## src/sv/tpd_pkg.sv

```systemverilog
// ----------------------------------------------------------------------------
// tpd_pkg: shared types and constants for the terminal palette downgrade core
// Item layouts, color kind and depth codes, the controller/datapath command
// and status groups, and the 256-entry palette lookup.
// ----------------------------------------------------------------------------
package tpd_pkg;

	localparam logic [1:0] KIND_NONE  = 2'd0;
	localparam logic [1:0] KIND_INDEX = 2'd1;
	localparam logic [1:0] KIND_RGB   = 2'd2;

	localparam logic [1:0] DEPTH_TRUE  = 2'd0;
	localparam logic [1:0] DEPTH_256   = 2'd1;
	localparam logic [1:0] DEPTH_16    = 2'd2;
	localparam logic [1:0] DEPTH_MONO  = 2'd3;

	// Candidate ranges of the nearest search
	localparam logic [7:0] CUBE_FIRST = 8'd16;
	localparam logic [7:0] CUBE_LAST  = 8'd255;
	localparam logic [7:0] SYS_FIRST  = 8'd0;
	localparam logic [7:0] SYS_LAST   = 8'd15;
	localparam logic [7:0] GRAY_FIRST = 8'd232;

	localparam int DIST_W = 18;

	typedef struct packed {
		logic [1:0] color_kind;
		logic [7:0] palette_index;
		logic [7:0] red;
		logic [7:0] green;
		logic [7:0] blue;
	} in_item_t;

	typedef struct packed {
		logic [1:0] out_kind;
		logic [7:0] out_index;
		logic [7:0] out_red;
		logic [7:0] out_green;
		logic [7:0] out_blue;
	} out_item_t;

	typedef struct packed {
		logic [7:0] r;
		logic [7:0] g;
		logic [7:0] b;
	} rgb_t;

	typedef struct packed {
		logic load;
		logic step;
		logic emit;
	} ctrl_cmd_t;

	typedef struct packed {
		logic need_search;
		logic last_cand;
		logic pipe_empty;
	} dp_status_t;

	localparam rgb_t SYS16 [16] = '{
		24'h000000, 24'hCD0000, 24'h00CD00, 24'hCDCD00,
		24'h0000EE, 24'hCD00CD, 24'h00CDCD, 24'hE5E5E5,
		24'h7F7F7F, 24'hFF0000, 24'h00FF00, 24'hFFFF00,
		24'h5C5CFF, 24'hFF00FF, 24'h00FFFF, 24'hFFFFFF
	};

	function automatic logic [7:0] cube_level(logic [2:0] x);
		logic [7:0] lvl;
		lvl = (x == 3'd0) ? 8'd0 : 8'(8'd55 + 8'({5'd0, x}) * 8'd40);
		return lvl;
	endfunction

	// Palette RGB of any index; a cube offset (0..215) is split into base-6 digits by threshold compares
	function automatic rgb_t palette_rgb(logic [7:0] idx);
		rgb_t       c;
		logic [7:0] v;
		logic [7:0] gray;
		logic [2:0] dr;
		logic [2:0] dg;
		logic [2:0] db;
		logic [5:0] rem;
		v = 8'(idx - CUBE_FIRST);
		if (v >= 8'd180)      dr = 3'd5;
		else if (v >= 8'd144) dr = 3'd4;
		else if (v >= 8'd108) dr = 3'd3;
		else if (v >= 8'd72)  dr = 3'd2;
		else if (v >= 8'd36)  dr = 3'd1;
		else                  dr = 3'd0;
		rem = 6'(v - 8'({5'd0, dr}) * 8'd36);
		if (rem >= 6'd30)      dg = 3'd5;
		else if (rem >= 6'd24) dg = 3'd4;
		else if (rem >= 6'd18) dg = 3'd3;
		else if (rem >= 6'd12) dg = 3'd2;
		else if (rem >= 6'd6)  dg = 3'd1;
		else                   dg = 3'd0;
		db = 3'(rem - 6'({3'd0, dg}) * 6'd6);
		gray = 8'(8'd8 + 8'(idx - GRAY_FIRST) * 8'd10);
		if (idx < CUBE_FIRST) begin
			c = SYS16[idx[3:0]];
		end else if (idx < GRAY_FIRST) begin
			c.r = cube_level(dr);
			c.g = cube_level(dg);
			c.b = cube_level(db);
		end else begin
			c.r = gray;
			c.g = gray;
			c.b = gray;
		end
		return c;
	endfunction

endpackage

```

## src/sv/tpd_stream_if.sv

```systemverilog
// ----------------------------------------------------------------------------
// tpd_stream_if: valid/ready channel
// Carries one request per handshake; the payload type is set per instance.
// ----------------------------------------------------------------------------
interface tpd_stream_if #(
	parameter type payload_t = logic
) ();
	logic     valid;
	logic     ready;
	payload_t payload;

	modport source (output valid, output payload, input ready);
	modport sink (input valid, input payload, output ready);
endinterface

```

## src/sv/tpd_ctrl.sv

```systemverilog
// ----------------------------------------------------------------------------
// tpd_ctrl: sequencing controller
// Accepts a request, runs the candidate scan when needed, drains the
// distance pipeline and loads the output register.
// ----------------------------------------------------------------------------
module tpd_ctrl (
	input  logic                   clk,
	input  logic                   arst_n,
	input  logic                   in_valid,
	output logic                   in_ready,
	output logic                   out_valid,
	input  logic                   out_ready,
	input  tpd_pkg::dp_status_t    status,
	output tpd_pkg::ctrl_cmd_t     cmd
);

	typedef enum logic [3:0] {
		ST_IDLE  = 4'b0001,
		ST_SCAN  = 4'b0010,
		ST_FLUSH = 4'b0100,
		ST_WRITE = 4'b1000
	} state_t;

	state_t state_q;
	state_t state_nxt;
	logic   out_valid_q;

	always_comb begin
		state_nxt = state_q;
		cmd       = '0;
		in_ready  = 1'b0;
		unique case (state_q)
			ST_IDLE: begin
				in_ready = 1'b1;
				if (in_valid) begin
					cmd.load  = 1'b1;
					state_nxt = status.need_search ? ST_SCAN : ST_WRITE;
				end
			end
			ST_SCAN: begin
				cmd.step = 1'b1;
				if (status.last_cand) state_nxt = ST_FLUSH;
			end
			ST_FLUSH: begin
				if (status.pipe_empty) state_nxt = ST_WRITE;
			end
			ST_WRITE: begin
				if (!out_valid_q || out_ready) begin
					cmd.emit  = 1'b1;
					state_nxt = ST_IDLE;
				end
			end
			default: state_nxt = ST_IDLE;
		endcase
	end

	always_ff @(posedge clk or negedge arst_n) begin
		if (!arst_n) begin
			state_q     <= ST_IDLE;
			out_valid_q <= 1'b0;
		end else begin
			state_q <= state_nxt;
			if (cmd.emit) out_valid_q <= 1'b1;
			else if (out_ready) out_valid_q <= 1'b0;
		end
	end

	assign out_valid = out_valid_q;

endmodule

```

## src/sv/tpd_dp.sv

```systemverilog
// ----------------------------------------------------------------------------
// tpd_dp: color datapath
// Captures the request, steps a candidate counter through a three-stage
// distance pipeline, keeps the running minimum and builds the result.
// ----------------------------------------------------------------------------
module tpd_dp (
	input  logic                 clk,
	input  logic                 arst_n,
	input  logic [1:0]           depth_mode,
	input  tpd_pkg::in_item_t    in_item,
	input  tpd_pkg::ctrl_cmd_t   cmd,
	output tpd_pkg::dp_status_t  status,
	output tpd_pkg::out_item_t   out_item
);

	logic                      kind_valid;
	logic                      search_cube;
	logic                      search_sys;
	logic [1:0]                res_kind_nxt;

	logic [1:0]                res_kind_q;
	logic [7:0]                res_idx_q;
	tpd_pkg::rgb_t             target_q;
	logic [7:0]                cand_q;
	logic [7:0]                last_q;
	logic [tpd_pkg::DIST_W-1:0] best_q;

	tpd_pkg::rgb_t             cand_rgb_s1;
	logic [7:0]                cand_idx_s1;
	logic                      v_s1;

	logic [15:0]               sq_r_s2;
	logic [15:0]               sq_g_s2;
	logic [15:0]               sq_b_s2;
	logic [7:0]                cand_idx_s2;
	logic                      v_s2;

	logic [7:0]                dr;
	logic [7:0]                dg;
	logic [7:0]                db;
	logic [tpd_pkg::DIST_W-1:0] dist_sum;

	tpd_pkg::out_item_t        out_q;

	// Decide the result kind and the search range from the incoming request
	always_comb begin
		kind_valid = (in_item.color_kind == tpd_pkg::KIND_INDEX) ||
			(in_item.color_kind == tpd_pkg::KIND_RGB);
		search_cube = kind_valid && (depth_mode == tpd_pkg::DEPTH_256) &&
			(in_item.color_kind == tpd_pkg::KIND_RGB);
		search_sys = kind_valid && (depth_mode == tpd_pkg::DEPTH_16) &&
			((in_item.color_kind == tpd_pkg::KIND_RGB) ||
			(in_item.palette_index >= tpd_pkg::CUBE_FIRST));
		res_kind_nxt = tpd_pkg::KIND_NONE;
		if (kind_valid) begin
			unique case (depth_mode)
				tpd_pkg::DEPTH_TRUE: res_kind_nxt = in_item.color_kind;
				tpd_pkg::DEPTH_256:  res_kind_nxt = tpd_pkg::KIND_INDEX;
				tpd_pkg::DEPTH_16:   res_kind_nxt = tpd_pkg::KIND_INDEX;
				default:             res_kind_nxt = tpd_pkg::KIND_NONE;
			endcase
		end
	end

	assign status.need_search = search_cube || search_sys;
	assign status.last_cand   = (cand_q == last_q);
	assign status.pipe_empty  = !v_s1 && !v_s2;

	// Distance of the candidate in stage two
	always_comb begin
		dr = (cand_rgb_s1.r > target_q.r) ? 8'(cand_rgb_s1.r - target_q.r) :
			8'(target_q.r - cand_rgb_s1.r);
		dg = (cand_rgb_s1.g > target_q.g) ? 8'(cand_rgb_s1.g - target_q.g) :
			8'(target_q.g - cand_rgb_s1.g);
		db = (cand_rgb_s1.b > target_q.b) ? 8'(cand_rgb_s1.b - target_q.b) :
			8'(target_q.b - cand_rgb_s1.b);
		dist_sum = tpd_pkg::DIST_W'(sq_r_s2) + tpd_pkg::DIST_W'(sq_g_s2) +
			tpd_pkg::DIST_W'(sq_b_s2);
	end

	always_ff @(posedge clk or negedge arst_n) begin
		if (!arst_n) begin
			v_s1 <= 1'b0;
			v_s2 <= 1'b0;
		end else begin
			v_s1 <= cmd.step;
			v_s2 <= v_s1;
		end
	end

	always_ff @(posedge clk) begin
		if (cmd.load) begin
			res_kind_q <= res_kind_nxt;
			res_idx_q  <= in_item.palette_index;
			if (in_item.color_kind == tpd_pkg::KIND_RGB) begin
				target_q.r <= in_item.red;
				target_q.g <= in_item.green;
				target_q.b <= in_item.blue;
			end else begin
				target_q <= tpd_pkg::palette_rgb(in_item.palette_index);
			end
			cand_q <= search_cube ? tpd_pkg::CUBE_FIRST : tpd_pkg::SYS_FIRST;
			last_q <= search_cube ? tpd_pkg::CUBE_LAST : tpd_pkg::SYS_LAST;
			best_q <= '1;
		end else begin
			if (cmd.step) cand_q <= 8'(cand_q + 8'd1);
			// Strict compare keeps the lowest index on ties
			if (v_s2 && (dist_sum < best_q)) begin
				best_q    <= dist_sum;
				res_idx_q <= cand_idx_s2;
			end
		end
		cand_rgb_s1 <= tpd_pkg::palette_rgb(cand_q);
		cand_idx_s1 <= cand_q;
		sq_r_s2     <= 16'(16'(dr) * 16'(dr));
		sq_g_s2     <= 16'(16'(dg) * 16'(dg));
		sq_b_s2     <= 16'(16'(db) * 16'(db));
		cand_idx_s2 <= cand_idx_s1;
		if (cmd.emit) begin
			out_q.out_kind  <= res_kind_q;
			out_q.out_index <= (res_kind_q == tpd_pkg::KIND_INDEX) ? res_idx_q : 8'd0;
			out_q.out_red   <= (res_kind_q == tpd_pkg::KIND_RGB) ? target_q.r : 8'd0;
			out_q.out_green <= (res_kind_q == tpd_pkg::KIND_RGB) ? target_q.g : 8'd0;
			out_q.out_blue  <= (res_kind_q == tpd_pkg::KIND_RGB) ? target_q.b : 8'd0;
		end
	end

	assign out_item = out_q;

endmodule

```

## src/sv/terminal_palette_downgrade_core.sv

```systemverilog
// ----------------------------------------------------------------------------
// terminal_palette_downgrade_core: color depth reduction for terminals
// Reduces one color request to the depth held in the depth_mode register.
// ----------------------------------------------------------------------------
// One request in, one result out. Truecolor depth passes the color through;
// 256-color depth maps RGB to the nearest cube or gray entry 16..255;
// 16-color depth maps RGB, or a palette index of 16 and up, to the nearest
// system color 0..15; monochrome depth and kind none give none. Ties pick the
// lowest index; unused result fields are zero. A request that needs no search
// goes from acceptance straight to the write state, which loads the output
// register once it is free. A search visits one candidate per cycle through
// one shared distance pipeline (palette lookup, squaring, compare), so a
// 256-color search covers 240 candidates and a 16-color search 16, and the
// pipeline drains before the write. The controller then returns to idle.
// A new request is taken once the previous one has reached the output
// register, while its result may still wait there for the consumer. Write
// depth_mode only while the block is idle.
// ----------------------------------------------------------------------------
module terminal_palette_downgrade_core (
	input  logic        clk,
	input  logic        arst_n,
	input  logic        cfg_wr_en,
	input  logic [1:0]  cfg_wr_data,
	tpd_stream_if.sink  in_ch,
	tpd_stream_if.source out_ch
);

	logic                 [1:0] depth_mode_q;
	tpd_pkg::ctrl_cmd_t         cmd;
	tpd_pkg::dp_status_t        status;
	tpd_pkg::in_item_t          in_item;
	tpd_pkg::out_item_t         out_item;

	// Hold the target depth; reset to truecolor
	always_ff @(posedge clk or negedge arst_n) begin
		if (!arst_n) begin
			depth_mode_q <= tpd_pkg::DEPTH_TRUE;
		end else if (cfg_wr_en) begin
			depth_mode_q <= cfg_wr_data;
		end
	end

	assign in_item = in_ch.payload;

	// Sequence the request: load, scan, drain, write out
	tpd_ctrl u_ctrl (
		.clk       (clk),
		.arst_n    (arst_n),
		.in_valid  (in_ch.valid),
		.in_ready  (in_ch.ready),
		.out_valid (out_ch.valid),
		.out_ready (out_ch.ready),
		.status    (status),
		.cmd       (cmd)
	);

	// Compute distances and hold the result register
	tpd_dp u_dp (
		.clk        (clk),
		.arst_n     (arst_n),
		.depth_mode (depth_mode_q),
		.in_item    (in_item),
		.cmd        (cmd),
		.status     (status),
		.out_item   (out_item)
	);

	assign out_ch.payload = out_item;

endmodule

```

## src/flat_wrapper.sv

```systemverilog
// flat-port wrapper written by rule: the top's interface ports become plain ports
module terminal_palette_downgrade_core_flat 
  (clk, arst_n, cfg_wr_en, cfg_wr_data, in_ch_valid, in_ch_payload, in_ch_ready, out_ch_valid, out_ch_payload, out_ch_ready);
  tpd_stream_if #(.payload_t(tpd_pkg::in_item_t)) in_ch_i ();
  tpd_stream_if #(.payload_t(tpd_pkg::out_item_t)) out_ch_i ();
  input  logic clk;
  input  logic arst_n;
  input  logic cfg_wr_en;
  input  logic [1:0] cfg_wr_data;
  input wire logic [$bits(in_ch_i.valid)-1:0] in_ch_valid;
  input wire logic [$bits(in_ch_i.payload)-1:0] in_ch_payload;
  output wire logic [$bits(in_ch_i.ready)-1:0] in_ch_ready;
  output wire logic [$bits(out_ch_i.valid)-1:0] out_ch_valid;
  output wire logic [$bits(out_ch_i.payload)-1:0] out_ch_payload;
  input wire logic [$bits(out_ch_i.ready)-1:0] out_ch_ready;
  assign in_ch_i.valid = in_ch_valid;
  assign in_ch_i.payload = in_ch_payload;
  assign in_ch_ready = in_ch_i.ready;
  assign out_ch_valid = out_ch_i.valid;
  assign out_ch_payload = out_ch_i.payload;
  assign out_ch_i.ready = out_ch_ready;
  terminal_palette_downgrade_core u_core (.clk(clk), .arst_n(arst_n), .cfg_wr_en(cfg_wr_en), .cfg_wr_data(cfg_wr_data), .in_ch(in_ch_i), .out_ch(out_ch_i));
endmodule
```

## config.mk

```make
export PLATFORM = sky130hd
export DESIGN_NAME = terminal_palette_downgrade_core_flat
export DESIGN_NICKNAME = d
export VERILOG_FILES = /design/src/sv/tpd_pkg.sv /design/src/sv/tpd_stream_if.sv /design/src/sv/tpd_ctrl.sv /design/src/sv/tpd_dp.sv /design/src/sv/terminal_palette_downgrade_core.sv /design/src/flat_wrapper.sv
export SDC_FILE = /design/constraint.sdc
export NUM_CORES = 1
export LEC_CHECK = 0
export BUFFER_PORTS_ARGS = -buffer_cell sky130_fd_sc_hd__buf_4
export CORE_ASPECT_RATIO = 1.25
export CORE_MARGIN = 4
export CORE_UTILIZATION = 45
export CTS_CLUSTER_SIZE = 25
export DETAILED_ROUTE_END_ITERATION = 7
export PLACE_DENSITY_LB_ADDON = 0.05
export SYNTH_ARGS = -nofsm -noshare
export SYNTH_HDL_FRONTEND = slang
export SYNTH_SLANG_ARGS = --single-unit
```

## constraint.sdc

```tcl
create_clock -name clk -period 14.26 [get_ports clk]
set_input_delay 2.852 -clock clk [delete_from_list [all_inputs] [get_ports clk]]
set_output_delay 2.852 -clock clk [all_outputs]
set_load 0.02 [all_outputs]
```

# ---- Word level (Yosys, flattened, before mapping)
# Memories as Yosys holds them, arrays and structs flattened.
# Cells that the tools add are included.
dict set report word_totals {
  output_inout_bits 36
  regBits 199
  in_bits 41
  mem_bits_ro 768
  n_memories 2
}
dict set report classes {
  order_cmp 31
  n_addsub 25
  n_reduce_logical 25
  n_mux 63
  n_mul 15
  eq_ne 15
  n_bitwise 2
}
# name words width read_ports rd_clocked_by_memory_dff write_ports line
set mem_list {}
lappend mem_list {{(no name shown)} 16 24 1 0 0 tpd_pkg.sv:99} ;# c = SYS16[idx[3:0]];
lappend mem_list {{(no name shown)} 16 24 1 0 0 tpd_pkg.sv:99}
# cell n
set op_table {}
lappend op_table {{24-bit two-way mux} 9}
lappend op_table {{8-bit two-way mux} 14}
lappend op_table {{6-bit by 8-bit adder with 8-bit output (first input constant)} 6}
lappend op_table {{8-bit by 8-bit multiplier with 16-bit output} 3}
lappend op_table {{8-bit subtractor} 6}
lappend op_table {{6-bit by 5-bit >= comparator with 1-bit output (second input constant)} 6}
lappend op_table {{3-bit two-way mux} 12}
lappend op_table {{8-bit by 7-bit >= comparator with 1-bit output (second input constant)} 4}
lappend op_table {{8-bit >= comparator (second input constant)} 4}
lappend op_table {{3-bit by 3-bit multiplier with 5-bit output (second input constant)} 6}
lappend op_table {{8-bit greater-than comparator} 3}
lappend op_table {{4-bit two-way mux} 5}
lappend op_table {{17-bit by 16-bit adder with 18-bit output} 1}
lappend op_table {{3-bit zero test} 6}
lappend op_table {{18-bit < comparator} 1}
lappend op_table {{16-bit by 16-bit adder with 17-bit output} 1}
lappend op_table {{4-bit by 8-bit adder with 8-bit output (first input constant)} 2}
lappend op_table {{8-bit by 6-bit >= comparator with 1-bit output (second input constant)} 2}
lappend op_table {{8-bit by 5-bit < comparator with 1-bit output (second input constant)} 2}
lappend op_table {{8-bit < comparator (second input constant)} 2}
lappend op_table {{8-bit by 3-bit multiplier with 7-bit output (second input constant)} 2}
lappend op_table {{2-bit two-way mux} 8}
lappend op_table {{4-bit one-hot mux with 4 select lines} 1}
lappend op_table {{8-bit by 5-bit subtractor with 8-bit output (second input constant)} 2}
lappend op_table {{other kinds (30)} 68}

# ---- Depth between registers and ports, before layout
dict set report logic_depth {
  word_depth 27
  mapped_depth 30
}

# ---- Cells and area by module
# From an unflattened synthesis, not the netlist that was laid out.
dict set report unflattened {
  hier_cells 1822
  area_unflattened_um2 17035.1
}
# mod cells_per_inst instances seq_area_each_um2 area_each_um2
set by_module_without_submodules {}
lappend by_module_without_submodules {tpd_dp 1785 1 4424.2 16634.7}
lappend by_module_without_submodules {tpd_ctrl 33 1 126.4 327.8}
lappend by_module_without_submodules {terminal_palette_downgrade_core 4 1 50.0 72.6}

# ---- Worst setup path after synthesis
# OpenSTA, ideal clock, no wires.
dict set report synth_path {
  kind {input-to-reg}
  start {in in_ch_payload[24]}
  end {reg u_core.u_dp.target_q[7] in the netlist's numbering (data pin)}
  path_slack_ps 6861
  cell_stages 23
  n_path_buf 0
  setup_time_ps 152
  t_required_ps 14108
  t_arrival_ps 7247
  path_cell_list {inv_1 ha_1 nand4b_1 a31o_2 a211oi_1 o21ai_2 ha_1 inv_1 fa_1 or3_1 nand3_1 nand2b_1 inv_1 ha_1 xnor2_1 inv_1 ha_1 ha_1 xor2_1 a211o_1 a21oi_1 o22ai_1 o21ai_0}
}
dict set report synth_between {
  elab_chain_cells 27
  word_cells_on_any_way 45
  cone_classes {6 x add/sub; 4 x mul; 12 x order compare; 20 x mux; 1 x bitwise; 1 x reduce/logical; 1 x memory}
}
# item line
set synth_rtl {}
lappend synth_rtl {{start, declared} flat_wrapper.sv:11} ;# input wire logic [$bits(in_ch_i.payload)-1:0] in_ch_payload;
lappend synth_rtl {{8-bit by 5-bit subtractor with 8-bit output} tpd_pkg.sv:82} ;# v = 8'(idx - CUBE_FIRST);
lappend synth_rtl {{8-bit by 6-bit >= comparator with 1-bit output} tpd_pkg.sv:87} ;# else if (v >= 8'd36) dr = 3'd1;
lappend synth_rtl {{1-bit two-way mux} tpd_pkg.sv:87}
lappend synth_rtl {{2-bit two-way mux} tpd_pkg.sv:86} ;# else if (v >= 8'd72) dr = 3'd2;
lappend synth_rtl {{2-bit two-way mux} tpd_pkg.sv:85} ;# else if (v >= 8'd108) dr = 3'd3;
lappend synth_rtl {{3-bit two-way mux} tpd_pkg.sv:84} ;# else if (v >= 8'd144) dr = 3'd4;
lappend synth_rtl {{3-bit two-way mux} tpd_pkg.sv:83} ;# if (v >= 8'd180) dr = 3'd5;
lappend synth_rtl {{3-bit two-way mux} tpd_dp.sv:95} ;# if (in_item.color_kind == tpd_pkg::KIND_RGB) begin
lappend synth_rtl {{[... 11 more ...]} -}
lappend synth_rtl {{3-bit by 2-bit multiplier with 2-bit output} tpd_pkg.sv:96} ;# db = 3'(rem - 6'({3'd0, dg}) * 6'd6);
lappend synth_rtl {{3-bit subtractor} tpd_pkg.sv:96}
lappend synth_rtl {{3-bit by 3-bit multiplier with 5-bit output} tpd_pkg.sv:69} ;# lvl = (x == 3'd0) ? 8'd0 : 8'(8'd55 + 8'({5'd0, x}) * 8'd40);
lappend synth_rtl {{6-bit by 8-bit adder with 8-bit output} tpd_pkg.sv:69}
lappend synth_rtl {{8-bit two-way mux} tpd_pkg.sv:69}
lappend synth_rtl {{24-bit two-way mux} tpd_pkg.sv:100} ;# end else if (idx < GRAY_FIRST) begin
lappend synth_rtl {{24-bit two-way mux (*)} tpd_pkg.sv:98} ;# if (idx < CUBE_FIRST) begin
lappend synth_rtl {{24-bit two-way mux (*)} tpd_dp.sv:95}
lappend synth_rtl {{end signal, assigned} tpd_dp.sv:100} ;# target_q <= tpd_pkg::palette_rgb(in_item.palette_index);
lappend synth_rtl {{end, declared} tpd_dp.sv:23} ;# tpd_pkg::rgb_t target_q;
# Mark *: on every way between the ends. The rest lies on a longest branch, timed or not. The select of a mux whose other input is x is not followed.
# A chain may end at the register's enable or synchronous reset.

# ---- Worst setup path in the final report
# Ends and elaborated chain as after synthesis.

==> impl_metrics.csv <==
group,metric,value,unit
outcome,status,"finished, final reports clean",
logic_synthesis,ys_seq_area_share,27.54,%
timing,relSlewSlack,21.08,%
worst_setup_path,cp_common_cell,"ha_1",
logic_synthesis,synth.top_cell.area_share,17.08,%
worst_setup_path,required,14.54,ns
clock_network,cts_root_buf,"clkbuf_16",
clock_network,clkTransAtPathRegs,0.07,ns
routing,avgRoutedWirePerCell,17.26,um
final_layout,nNetsFinal,2249,
global_routing,grt_max_degree,47,
min_path,hp-class,"reg -> reg",
final_layout,antenna_cells,0,
global_routing,grt_remaining_overflow,0,
routing,drtIter0Drc,620,
final_layout,final_cell_mix,"inv_1 (233), ha_1 (228), nor2_1 (168)",
die,initial_core_util,45.77,%
worst_setup_path,cp_slowest_stage_delay,0.49,ns
timing,fin_crit_sh,55.98,%
clock_network,cts_tree,"built",
routing,ant_nets,0,
clock_network,cts_sinks,189,
worst_setup_path,crit_chain,"buf_4, inv_1, ha_1, nand4b_1, a31o_2, or3b_2, nand2_1, ha_1, a21o_1, a21oi_1, xnor2_1, xnor2_1, o21ai_0, ha_1, xnor2_1, inv_1, ha_1, ha_1, nor2_1, nor2_1, a211o_1, a21oi_1, o22ai_1, o21ai_0",
timing,worst_pin_slew,1.178,ns
clock_network,clk_latency,0.46,ns
logic_synthesis,syn_avg_cell_area,9.224,um2
timing,rsz0062_at_grt,"false",
global_routing,grt_pass1_vias,12550,
die,fp.dieW,180.3,um
final_layout,fill_cells,3532,
clock_network,cts_setup_buffers,0,
worst_setup_path,ff2ff_setup_slack,7.35,ns
logic_synthesis,synth_edf_count,77,
worst_setup_path,cp_slowest_cell,"or3b_2",
clock_network,htree_levels,4,
final_layout,drive_above_1_share,8.378,%
timing,period_minus_slack,7.983,ns
timing,slew_viol_final,0,
routing,routed_wl,40840,um
placed_design,place_congestion,0.9285,
worst_setup_path,cp_data_arrival_time,8.27,ns
logic_synthesis,yosysWarnings,0,
logic_synthesis,synth_area,16700,um2
routing,via_count,12630,
placed_design,dp_hpwl,33400,um
final_layout,layout_commonest_cell,"inv_1",
logic_synthesis,postSynth.asyncResetShare,4.762,%
logic_synthesis,ys.flop_type,"dfxtp_1",
timing,final_hold_viol_count,0,
worst_setup_path,start_kind,"primary input",
die,pin_count,77,
timing,tns,0,ns
placed_design,portBuffers,76,
logic_synthesis,ys_types,71,
die,die_area,40290,um2
logic_synthesis,synth_top_area_cell,"ha_1",
timing,clock.fmax,125.3,MHz
global_routing,track_usage,20.53,%
die,core_area,36500,um2
logic_synthesis,postSynthCellCount,1811,
timing,finalSetupViolations,0,
timing,finClkSkew,0.01354,ns
clock_network,ctsHoldBuffers,0,
routing,drc,0,
worst_setup_path,end_kind,"flip-flop",
job,cap_violations,0,
final_layout,area_growth,9.917,%
routing,avgViaCountPerCell,5.336,
logic_synthesis,synthTopCellsByArea,"ha_1 (17%), edfxtp_1 (14%), fa_1 (13%)",
clock_network,numCtsBuffers,17,
clock_network,ctsResizeCount,0,
clock_network,cts_buffer_depth,2,
global_routing,grt_pass1_wl,65920,um
routing,first_pass_iters,5,
die,row_count,78,
logic_synthesis,ys_ff_latch,189,
worst_setup_path,critPathMaxFanout,11,
worst_setup_path,worst-setup-path-type,"in -> reg",
die,die_h,223.4,um
global_routing,antenna_found_initial,0,
critical path, delay by kind of cell:
family	cells	cell delay, ns
AOI/OAI and AO/OA	8	1.47
buffers and inverters	3	0.49
adders and majority gates	5	1.42
xor gates and xnor gates	3	1.01
and+or+nand+nor	5	1.01
cells by family (layout without fill, tap and decap cells):
logic type	Yosys count	count (layout)	synth area share, %
xor gates and xnor gates	119	119	6.441
AOI/OAI and AO/OA	351	351	13.49
buffers and inverters	278	350	6.337
other	2	5	0.04496
adders and majority gates	335	335	29.90
and+or+nand+nor	500	500	13.98
DFF	189	189	27.54
muxes	37	37	2.270
worst paths after layout:
kind | from | to | cells past startpoint
min in group asynchronous | arst_n | u_core.depth_mode_q[0] | 1
setup reg to reg | u_core.u_dp.target_q[8] | u_core.u_dp.sq_g_s2[15] | 25
max in group asynchronous | arst_n | u_core.u_ctrl.state_q[0] | 1
hold reg to reg | u_core.u_dp.cand_idx_s1[5] | u_core.u_dp.cand_idx_s2[5] | 0
hold / removal | u_core.u_dp.cand_idx_s1[5] | u_core.u_dp.cand_idx_s2[5] | 0
setup / recovery | in_ch_payload[24] | u_core.u_dp.target_q[7] | 24
layout make-up:
cell class | count | area [um2] | area share [%]
Clock inverter | 15 | 168.9 | 0.9199
Tap cell | 480 | 600.6 | 3.271
Timing Repair Buffer | 83 | 623.1 | 3.394
Sequential cell | 189 | 4601 | 25.06
Multi-Input combinational cell | 1347 | 11060 | 60.24
Clock buffer | 17 | 425.4 | 2.317
Inverter | 235 | 882.1 | 4.804
flip-flops by register name, indices dropped and copies added (netlist names), 15 cells and up:
signal                   count
u_core.u_dp.out_item        34
u_core.u_dp.cand_rgb_s1     24
u_core.u_dp.target_q        24
u_core.u_dp.best_q          18
u_core.u_dp.sq_b_s2         15
u_core.u_dp.sq_g_s2         15
u_core.u_dp.sq_r_s2         15
per-stage QoR:
step | std cells | hold slack (ns) | util [%] | worst slack (ns) | instance area [um2]
2_1_floorplan | 1814 | 0.3096 | - | 6.861 | 16720
3_3_place_gp | 2334 | 0.3130 | 48.68 | 6.057 | 17770
3_5_place_dp | 2334 | 0.3143 | 48.68 | 5.925 | 17770
4_1_cts | 2366 | 0.3342 | 50.31 | 6.406 | 18360
5_1_grt | 2366 | 0.3356 | 50.31 | 5.997 | 18360
6_report | 2366 | 0.3302 | 50.31 | 6.277 | 18360
cell usage after synthesis, drive strengths merged (3+ instances only):
| library cell | instances |
|---|---|
| a21o | 21 |
| inv | 234 |
| ha | 228 |
| o211ai | 14 |
| nor3 | 30 |
| a211o | 5 |
| nand2b | 18 |
| nor2 | 168 |
| clkbuf | 35 |
| a211oi | 9 |
| or2 | 21 |
| buf | 8 |
| and3 | 5 |
| nand3 | 29 |
| xnor2 | 83 |
| o21a | 14 |
| or3 | 5 |
| xor2 | 36 |
| a21oi | 106 |
| a21boi | 6 |
| o31ai | 13 |
| mux2 | 7 |
| nand4b | 5 |
| dfxtp | 103 |
| a2111oi | 4 |
| and2 | 40 |
| o2111ai | 3 |
| fa | 107 |
| a31oi | 17 |
| nor3b | 5 |
| o21bai | 8 |
| edfxtp | 77 |
| o221ai | 8 |
| dfrtp | 8 |
| mux2i | 30 |
| nand4 | 12 |
| a311oi | 4 |
| o41ai | 5 |
| a221o | 4 |
| nand2 | 133 |
| o22ai | 8 |
| o21ai | 86 |
| nor2b | 21 |
per-layer routing:
layer	GRT usage [%]	up-vias	part of all wire, %
li1	-	6241	-
met1	24.38	6066	41
met2	37.97	252	53
met3	2.430	66	3.0
met4	7.638	0	3.3
met5	0	-	0
Power is left out: the tool's default activity adds up to more than one toggle a clock period on the data nets, which glitch-free logic cannot reach.
